`src/sv/u16u8_pkg.sv`:
```
// shared types and constants for the utf-16 to utf-8 transcoder
`default_nettype none
package u16u8_pkg;

  typedef enum logic [1:0] {
    ST_DATA      = 2'd0,
    ST_FINISHED  = 2'd1,
    ST_INVALID   = 2'd2,
    ST_TRUNCATED = 2'd3
  } status_t;

  typedef enum logic {
    REG_CHECK_VALIDITY  = 1'b0,
    REG_EXPLICIT_LENGTH = 1'b1
  } reg_index_t;

  localparam int CFG_DATA_W = 1;
  localparam int JOBQ_DEPTH = 4;
  localparam int JOBQ_AW    = $clog2(JOBQ_DEPTH);
  localparam int JOBQ_CW    = $clog2(JOBQ_DEPTH + 1);

  localparam logic [20:0] SUPP_BASE  = 21'h10000;
  localparam logic [15:0] NONCHAR_LO = 16'hFDD0;
  localparam logic [15:0] NONCHAR_HI = 16'hFDEF;

  typedef struct packed {
    logic [15:0] code_unit;
    logic        last_unit;
  } in_item_t;

  typedef struct packed {
    logic [7:0]  out_byte;
    status_t     status;
    logic        last_of_run;
    logic [31:0] bytes_written;
    logic [31:0] units_consumed;
  } out_item_t;

  typedef struct packed {
    logic [3:0][7:0] bytes;
    logic [2:0]      nb;
    status_t         st;
  } job_t;

endpackage
`default_nettype wire

```
`src/sv/utf16_to_utf8_transcoder.sv`:
```
// utf16_to_utf8_transcoder: utf-16 code units in, utf-8 result beats out
//
// input: an item (code unit and last-unit flag) is taken on a clock edge with push
// high and full low. results: while empty is low the oldest result is on out_item,
// and it is taken on an edge with pop high. the configuration port writes
// check_validity (index 0) or explicit_length (index 1) on any edge with cfg_we.
// the front end classifies and encodes a unit in the cycle it is taken and puts one
// job (up to four bytes plus a status) into a four-entry job queue; the back end
// hands the job out as one result beat per cycle while pop is high. a unit is
// accepted every cycle while the job queue has room, and a result first shows in
// the cycle after its unit. sustained throughput is set by the back end: one result
// beat per cycle while popped, and a unit causes 1 to 4 beats (a held high
// surrogate causes none). when the receiver stops popping, the job queue fills and
// full goes high; nothing is lost. synchronous reset clears both counters, the
// pairing and stop state and the queue, and sets both registers to 1. after an end
// or error, units are still accepted but ignored until reset.
`default_nettype none
module utf16_to_utf8_transcoder import u16u8_pkg::*; #(
  parameter int COUNT_WIDTH = 32
) (
  input  wire logic                  clk,
  input  wire logic                  rst_n,
  input  wire logic                  cfg_we,
  input  wire reg_index_t            cfg_index,
  input  wire logic [CFG_DATA_W-1:0] cfg_data,
  input  wire logic                  push,
  output logic                       full,
  input  wire in_item_t              in_item,
  input  wire logic                  pop,
  output logic                       empty,
  output out_item_t                  out_item
);

  logic                   acc;
  logic                   f_push;
  job_t                   f_job;
  logic [COUNT_WIDTH-1:0] f_base, f_units;
  logic                   q_empty, q_pop;
  job_t                   h_job;
  logic [COUNT_WIDTH-1:0] h_base, h_units;

  assign acc = push && !full;

  u16u8_front #(.COUNT_WIDTH(COUNT_WIDTH)) u_front (
    .clk       (clk),
    .rst_n     (rst_n),
    .cfg_we    (cfg_we),
    .cfg_index (cfg_index),
    .cfg_data  (cfg_data),
    .accept    (acc),
    .item      (in_item),
    .job_push  (f_push),
    .job       (f_job),
    .job_base  (f_base),
    .job_units (f_units)
  );

  u16u8_jobq #(.COUNT_WIDTH(COUNT_WIDTH)) u_jobq (
    .clk        (clk),
    .rst_n      (rst_n),
    .push       (f_push),
    .push_job   (f_job),
    .push_base  (f_base),
    .push_units (f_units),
    .full       (full),
    .pop        (q_pop),
    .empty      (q_empty),
    .head_job   (h_job),
    .head_base  (h_base),
    .head_units (h_units)
  );

  u16u8_back #(.COUNT_WIDTH(COUNT_WIDTH)) u_back (
    .clk       (clk),
    .rst_n     (rst_n),
    .job_valid (!q_empty),
    .job       (h_job),
    .job_base  (h_base),
    .job_units (h_units),
    .job_done  (q_pop),
    .take      (pop),
    .result    (out_item)
  );

  assign empty = q_empty;

  a_status_ends_run: assert property (@(posedge clk) disable iff (!rst_n)
    (!empty && (out_item.status != ST_DATA)) |-> out_item.last_of_run)
    else $error("status beat not last of its run");

  a_reset_empties: assert property (@(posedge clk)
    !rst_n |=> empty)
    else $error("results pending after reset");

  a_no_spurious: assert property (@(posedge clk) disable iff (!rst_n)
    (empty && !acc) |=> empty)
    else $error("result appeared without an accepted unit");

endmodule
`default_nettype wire

```
`src/sv/u16u8_front.sv`:
```
// front end: configuration, surrogate pairing, validity checks and byte encoding
`default_nettype none
module u16u8_front import u16u8_pkg::*; #(
  parameter int COUNT_WIDTH = 32
) (
  input  wire logic                   clk,
  input  wire logic                   rst_n,
  input  wire logic                   cfg_we,
  input  wire reg_index_t             cfg_index,
  input  wire logic [CFG_DATA_W-1:0]  cfg_data,
  input  wire logic                   accept,
  input  wire in_item_t               item,
  output logic                        job_push,
  output job_t                        job,
  output logic [COUNT_WIDTH-1:0]      job_base,
  output logic [COUNT_WIDTH-1:0]      job_units
);

  logic                   chk_r, expl_r;
  logic [15:0]            held_r, held_nxt;
  logic                   pend_r, pend_nxt;
  logic                   stop_r, stop_nxt;
  logic [COUNT_WIDTH-1:0] bytes_r, bytes_nxt;
  logic [COUNT_WIDTH-1:0] units_r, units_nxt;

  logic [15:0] c;
  logic        last;
  logic [20:0] cp;
  logic [1:0]  units;
  logic        hold;
  job_t        j;

  always_ff @(posedge clk) begin
    if (!rst_n) begin
      chk_r  <= 1'b1;
      expl_r <= 1'b1;
    end else if (cfg_we) begin
      case (cfg_index)
        REG_CHECK_VALIDITY:  chk_r  <= cfg_data[0];
        REG_EXPLICIT_LENGTH: expl_r <= cfg_data[0];
        default: ;
      endcase
    end
  end

  always_comb begin
    c     = item.code_unit;
    last  = item.last_unit;
    cp    = SUPP_BASE + {1'b0, held_r[9:0], c[9:0]};
    units = 2'd0;
    hold  = 1'b0;
    j     = '0;
    j.st  = ST_DATA;
    if (pend_r) begin
      if (chk_r && (c[15:10] != 6'b110111)) begin
        j.st = ST_INVALID;
      end else if (!chk_r && !expl_r && (c == 16'h0000)) begin
        j.st = ST_INVALID;
      end else if (chk_r && (cp[15:1] == 15'h7FFF)) begin
        j.st = ST_INVALID;
      end else begin
        j.bytes[0] = {5'b11110, cp[20:18]};
        j.bytes[1] = {2'b10, cp[17:12]};
        j.bytes[2] = {2'b10, cp[11:6]};
        j.bytes[3] = {2'b10, cp[5:0]};
        j.nb       = 3'd4;
        units      = 2'd2;
      end
    end else if (c[15:7] == 9'd0) begin
      j.bytes[0] = c[7:0];
      j.nb       = 3'd1;
      if (!expl_r && (c == 16'h0000)) begin
        j.st = ST_FINISHED;
      end else begin
        units = 2'd1;
      end
    end else if (c[15:11] == 5'd0) begin
      j.bytes[0] = {3'b110, c[10:6]};
      j.bytes[1] = {2'b10, c[5:0]};
      j.nb       = 3'd2;
      units      = 2'd1;
    end else if (c[15:11] != 5'b11011) begin
      if (chk_r && (((c >= NONCHAR_LO) && (c <= NONCHAR_HI)) || (c[15:1] == 15'h7FFF))) begin
        j.st = ST_INVALID;
      end else begin
        j.bytes[0] = {4'b1110, c[15:12]};
        j.bytes[1] = {2'b10, c[11:6]};
        j.bytes[2] = {2'b10, c[5:0]};
        j.nb       = 3'd3;
        units      = 2'd1;
      end
    end else if (!chk_r || !c[10]) begin
      if (expl_r && last) begin
        j.st = ST_TRUNCATED;
      end else begin
        hold = 1'b1;
      end
    end else begin
      j.st = ST_INVALID;
    end
  end

  always_comb begin
    held_nxt  = held_r;
    pend_nxt  = pend_r;
    stop_nxt  = stop_r;
    bytes_nxt = bytes_r;
    units_nxt = units_r;
    job_push  = 1'b0;
    if (accept && !stop_r) begin
      if (hold) begin
        held_nxt = c;
        pend_nxt = 1'b1;
      end else begin
        pend_nxt  = 1'b0;
        job_push  = 1'b1;
        bytes_nxt = bytes_r + COUNT_WIDTH'(j.nb);
        units_nxt = units_r + COUNT_WIDTH'(units);
        if ((j.st != ST_DATA) || (expl_r && last)) begin
          stop_nxt = 1'b1;
        end
      end
    end
  end

  always_ff @(posedge clk) begin
    if (!rst_n) begin
      pend_r  <= 1'b0;
      stop_r  <= 1'b0;
      bytes_r <= '0;
      units_r <= '0;
    end else begin
      pend_r  <= pend_nxt;
      stop_r  <= stop_nxt;
      bytes_r <= bytes_nxt;
      units_r <= units_nxt;
    end
  end

  always_ff @(posedge clk) begin
    held_r <= held_nxt;
  end

  assign job       = j;
  assign job_base  = bytes_r;
  assign job_units = units_nxt;

endmodule
`default_nettype wire

```
`src/sv/u16u8_jobq.sv`:
```
// small queue of encoded jobs between front and back end
`default_nettype none
module u16u8_jobq import u16u8_pkg::*; #(
  parameter int COUNT_WIDTH = 32
) (
  input  wire logic                   clk,
  input  wire logic                   rst_n,
  input  wire logic                   push,
  input  wire job_t                   push_job,
  input  wire logic [COUNT_WIDTH-1:0] push_base,
  input  wire logic [COUNT_WIDTH-1:0] push_units,
  output logic                        full,
  input  wire logic                   pop,
  output logic                        empty,
  output job_t                        head_job,
  output logic [COUNT_WIDTH-1:0]      head_base,
  output logic [COUNT_WIDTH-1:0]      head_units
);

  job_t                   job_r   [JOBQ_DEPTH];
  logic [COUNT_WIDTH-1:0] base_r  [JOBQ_DEPTH];
  logic [COUNT_WIDTH-1:0] units_r [JOBQ_DEPTH];
  logic [JOBQ_AW-1:0]     wr_r, wr_nxt, rd_r, rd_nxt;
  logic [JOBQ_CW-1:0]     cnt_r, cnt_nxt;
  logic                   do_push, do_pop;

  assign full    = (cnt_r == JOBQ_CW'(JOBQ_DEPTH));
  assign empty   = (cnt_r == '0);
  assign do_push = push && !full;
  assign do_pop  = pop && !empty;

  always_comb begin
    wr_nxt  = wr_r;
    rd_nxt  = rd_r;
    cnt_nxt = cnt_r;
    if (do_push) begin
      wr_nxt = (wr_r == JOBQ_AW'(JOBQ_DEPTH - 1)) ? '0 : wr_r + 1'b1;
    end
    if (do_pop) begin
      rd_nxt = (rd_r == JOBQ_AW'(JOBQ_DEPTH - 1)) ? '0 : rd_r + 1'b1;
    end
    if (do_push && !do_pop) begin
      cnt_nxt = cnt_r + 1'b1;
    end else if (do_pop && !do_push) begin
      cnt_nxt = cnt_r - 1'b1;
    end
  end

  always_ff @(posedge clk) begin
    if (!rst_n) begin
      wr_r  <= '0;
      rd_r  <= '0;
      cnt_r <= '0;
    end else begin
      wr_r  <= wr_nxt;
      rd_r  <= rd_nxt;
      cnt_r <= cnt_nxt;
    end
  end

  always_ff @(posedge clk) begin
    if (do_push) begin
      job_r[wr_r]   <= push_job;
      base_r[wr_r]  <= push_base;
      units_r[wr_r] <= push_units;
    end
  end

  assign head_job   = job_r[rd_r];
  assign head_base  = base_r[rd_r];
  assign head_units = units_r[rd_r];

endmodule
`default_nettype wire

```
`src/sv/u16u8_back.sv`:
```
// back end: walks each job and hands out one result beat per cycle while take is high
`default_nettype none
module u16u8_back import u16u8_pkg::*; #(
  parameter int COUNT_WIDTH = 32
) (
  input  wire logic                   clk,
  input  wire logic                   rst_n,
  input  wire logic                   job_valid,
  input  wire job_t                   job,
  input  wire logic [COUNT_WIDTH-1:0] job_base,
  input  wire logic [COUNT_WIDTH-1:0] job_units,
  output logic                        job_done,
  input  wire logic                   take,
  output out_item_t                   result
);

  logic [1:0]             idx_r, idx_nxt;
  logic [2:0]             n_res;
  logic                   is_data, is_last;
  logic [COUNT_WIDTH-1:0] bw;
  logic [63:0]            bw_ext, uc_ext;

  assign n_res   = job.nb + {2'b00, (job.st != ST_DATA)};
  assign is_data = ({1'b0, idx_r} < job.nb);
  assign is_last = ({1'b0, idx_r} == (n_res - 3'd1));
  assign bw      = is_data ? job_base + COUNT_WIDTH'({idx_r} + 3'd1)
                           : job_base + COUNT_WIDTH'(job.nb);
  assign bw_ext  = 64'(bw);
  assign uc_ext  = 64'(job_units);

  always_comb begin
    result.out_byte       = is_data ? job.bytes[idx_r] : 8'h00;
    result.status         = is_data ? ST_DATA : job.st;
    result.last_of_run    = is_last;
    result.bytes_written  = bw_ext[31:0];
    result.units_consumed = uc_ext[31:0];
  end

  assign job_done = job_valid && take && is_last;

  always_comb begin
    idx_nxt = idx_r;
    if (job_valid && take) begin
      idx_nxt = is_last ? 2'd0 : idx_r + 2'd1;
    end
  end

  always_ff @(posedge clk) begin
    if (!rst_n) begin
      idx_r <= 2'd0;
    end else begin
      idx_r <= idx_nxt;
    end
  end

endmodule
`default_nettype wire

```
`config.mk`:
```
export PLATFORM = sky130hd
export DESIGN_NAME = utf16_to_utf8_transcoder
export DESIGN_NICKNAME = d
export VERILOG_FILES = /design/src/sv/u16u8_pkg.sv /design/src/sv/utf16_to_utf8_transcoder.sv /design/src/sv/u16u8_front.sv /design/src/sv/u16u8_jobq.sv /design/src/sv/u16u8_back.sv
export SDC_FILE = /design/constraint.sdc
export NUM_CORES = 1
export LEC_CHECK = 0
export ABC_AREA = 1
export BUFFER_PORTS_ARGS = -buffer_cell sky130_fd_sc_hd__buf_2
export CAP_MARGIN = 40
export CORE_ASPECT_RATIO = 0.75
export CORE_MARGIN = 2
export CORE_UTILIZATION = 50
export CTS_CLUSTER_DIAMETER = 200
export DETAILED_ROUTE_END_ITERATION = 8
export PLACE_DENSITY = 0.7
export SLEW_MARGIN = 5
export SYNTH_ARGS = -nofsm -noshare
export SYNTH_HDL_FRONTEND = slang
export SYNTH_SLANG_ARGS = --single-unit
export TNS_END_PERCENT = 5
```
`constraint.sdc`:
```
create_clock -name clk -period 6.22 [get_ports clk]
set_clock_uncertainty 0.1 [all_clocks]
set_input_delay 0.622 -clock clk [delete_from_list [all_inputs] [get_ports clk]]
set_output_delay 0.622 -clock clk [all_outputs]
set_load 0.01 [all_outputs]
```
==> out/metrics.cfg <==
[routing]
drtIter0Drc = 1522
vias = 16536
vias_per_cell = 5.51
finalWirelength_um = 53900
ant_nets = 0
routedWlPerCell_um = 18.0
drc = 0
drt-pass1-iter-count = 6

[grt]
grt_max_degree = 92
grt_first_pass_wirelength_um = 85500
antenna_found_initial = 0
grt_overflow = 0
grt_pass1_vias = 15719
gr-usage-all-layers_pct = 23.4

[sta]
worst_slew_pin_slew_ns = 0.897
final.period_utilization_pct = 90.4
setup_tns_ns = 0
slew_violations = 0
rsz0062_at_grt = false
fmax_mhz = 178
layout_min_cycle_time_ns = 5.62
maxSlewHeadroom_pct = 40.2
hold_viol = 0
setup_viol = 0

[critical_path]
path_cells = inv_4 > nand2_1 > a32o_1 > ha_1 > nand3_1 > nand2_2 > inv_1 > nand2_1 > o21ai_2 > inv_1 > fa_1 > inv_1 > nand2_1 > a21oi_4 > nand3_2 > nor2_4 > nand2_2 > o21ai_1 > nand2_1 > inv_1 > buf_2
max_stage_delay_ns = 0.71
crit_path_max_fanout = 89
crit_slowest_cell = inv_4
crit_path_start_kind = flop
critPathArrivalTime_ns = 4.90
path_buf_inv = 6
cp-end-kind = primary output
cp.required_ns = 5.50
path_class = reg -> out
critPathTopFamily = buffers and inverters

[floorplan]
core-area_sq_um = 43700
start_util_pct = 51.0
die_h_um = 187
die_x_um = 248
dieArea_sq_um = 46300
ios = 101
rows = 66

[yosys]
synth_edf_count = 398
synth_cell_types = 49
synth-main-ff-cell = edfxtp_1
synth_seq_cells = 477
ys_seq_area_share_pct = 60.8
syn-num-nets = 2346
synthCells = 2299
avgSynthCellArea_sq_um = 9.69
ys_async_sr_fraction_pct = 0
syn_area_sq_um = 22300
ys_warn_count = 0

[clock_tree]
cts_tree = done
clock_sinks = 477
post_cts_resized = 0
cts-buffers-inserted = 47
clk_pin_slew_ns = 0.06
cts_setup_buffers = 0
postCtsHoldBufs = 0
insertion_delay_ns = 0.59
cts_buffer_depth = 3
cts_root_buf = clkbuf_16
ctsHtreeMaxLevel = 2

[final_layout]
fill_cells = 3731
area_growth_syn_to_layout_pct = 11.8
layout-drive-gt1-share_pct = 12.3
num_antenna_cells = 0
final_cells = 2999
nets = 2429

[pwr]
ir_drop_v = 0.000314
total_power_uw = 9160
powerDensity_nw_per_um2 = 368
leakage_uw = 0.00947

[worst_hold_path]
hp-class = in -> reg

[placement]
io_buffers = 100
gp_congestion = 0.906
dpl.hpwl_um = 34900
post-place-cells = 2911

[flow_run]
cap_violations = 0

[outcome]
status = finished clean

==> synth_stat cells (24+ instances only) <==
cell,instances,area [sq um]
a21oi_1,109,546
nor2_2,26,163
o22ai_1,43,269
edfxtp_1,398,12000
nor2_1,249,935
o21ai_0,138,691
buf_2,30,150
xor2_1,31,272
inv_1,191,717
nand2_1,604,2270
nand2_2,25,156
o21ai_1,24,120
dfxtp_1,79,1580
nand4_1,30,188
nand3_1,89,445
clkbuf_1,35,131
==> worst paths after layout <==
path | from | endpoint | slack, ns | cells past startpoint
setup / recovery | flop | out_item[50] | 0.60 | 21
hold / removal | in_item[1] | u_front.held_r[0] | 0.19 | 1
setup reg to reg | flop | u_jobq.cnt_r[1] | 1.02 | 18
hold reg to reg | u_front.stop_r | u_front.stop_r | 0.37 | 2
==> logic make-up (layout without fill, tap and decap cells) <==
group                    after synthesis  in the layout  synth area share [%]
AO/OA/AOI/OAI                        364            364                  9.25
XOR/XNOR                              45             45                  1.77
adder cells (fa/ha/maj)               23             23                  1.43
buffers and inverters                296            418                  5.79
flip-flops                           477            477                  60.8
AND/OR/NAND/NOR                     1094           1094                  21.0
==> metrics by stage <==
stage          setup WS (ns)  hold WS [ns]  utilization [%]  cell area [sq um]
6_report               0.596         0.185             57.0              24900
3_5_place_dp            1.06         0.359             53.3              23300
5_1_grt                0.161         0.165             57.0              24900
3_3_place_gp            1.24         0.346             53.1              23200
4_1_cts                0.560         0.157             57.0              24900
2_1_floorplan          0.322         0.336                -              22300
==> state kept, by name, indices dropped and copies added, names as in the netlist, named ones only <==
register,count
u_jobq.cnt_r,3
u_jobq.rd_r,2
u_front.chk_r,1
u_jobq.units_r,128
u_front.stop_r,1
u_front.units_r,32
u_jobq.wr_r,2
u_jobq.base_r,128
u_front.pend_r,1
u_front.expl_r,1
u_jobq.job_r,132
u_back.idx_r,2
u_front.held_r,10
u_front.job_base,32
==> placed cells by master (no fill, tap or decap), types with 11 or more instances in the layout <==
| cell type | count |
|---|---|
| o21ai_1 | 24 |
| nor3_1 | 20 |
| a21oi_1 | 109 |
| nor2_1 | 245 |
| o21ai_0 | 138 |
| dfxtp_1 | 77 |
| nor2_2 | 26 |
| nand4_1 | 30 |
| nand3b_1 | 13 |
| nand3_1 | 89 |
| nand2_2 | 25 |
| clkbuf_16 | 50 |
| xor2_1 | 31 |
| o22ai_1 | 43 |
| ha_1 | 19 |
| buf_4 | 16 |
| xnor2_1 | 14 |
| nand2_1 | 604 |
| buf_2 | 100 |
| inv_2 | 12 |
| inv_1 | 190 |
| edfxtp_1 | 398 |
| nor2_4 | 11 |
| a32o_1 | 19 |
| clkinv_1 | 11 |
| clkbuf_8 | 11 |
==> power breakdown <==
| group | internal (uW) | leakage, uW | switching, uW |
|---|---|---|---|
| Sequential | 3850 | 0.00434 | 143 |
| Combinational | 683 | 0.00433 | 1550 |
| Clock | 1730 | 0.000794 | 1200 |
| Total | 6260 | 0.00947 | 2890 |
==> worst reg2reg max path, stage by stage (launching register included) <==
cell	delay [ns]
dfxtp_4	0.66
buf_4	0.76
buf_4	0.86
nand2_1	0.15
a32o_1	0.35
nand2_1	0.07
inv_1	0.04
ha_1	0.17
ha_1	0.29
xnor2_1	0.14
nor2_1	0.14
o21ai_1	0.08
a21oi_2	0.21
nand2_2	0.12
ha_1	0.22
inv_1	0.10
fa_1	0.41
o21ai_0	0.15
a21oi_1	0.06
==> per-layer routing <==
| metal | up-vias | track usage, % | wire length (um) |
|---|---|---|---|
| li1 | 7949 | - | - |
| met3 | 68 | 3.85 | 3950 |
| met5 | - | 0 | 0 |
| met2 | 583 | 35.6 | 23700 |
| met1 | 7936 | 35.0 | 25400 |
| met4 | 0 | 5.53 | 941 |
==> layout make-up <==
cell class                      count  area [sq um]  area share (%)
Clock buffer                       70          1440            5.77
Clock inverter                     18           185           0.744
Inverter                          208           785            3.15
Multi-Input combinational cell   1526          7480            30.0
Sequential cell                   477         13500            54.4
Tap cell                          578           723            2.90
Timing Repair Buffer              122           748            3.01
(Power assumes the default switching activity.)
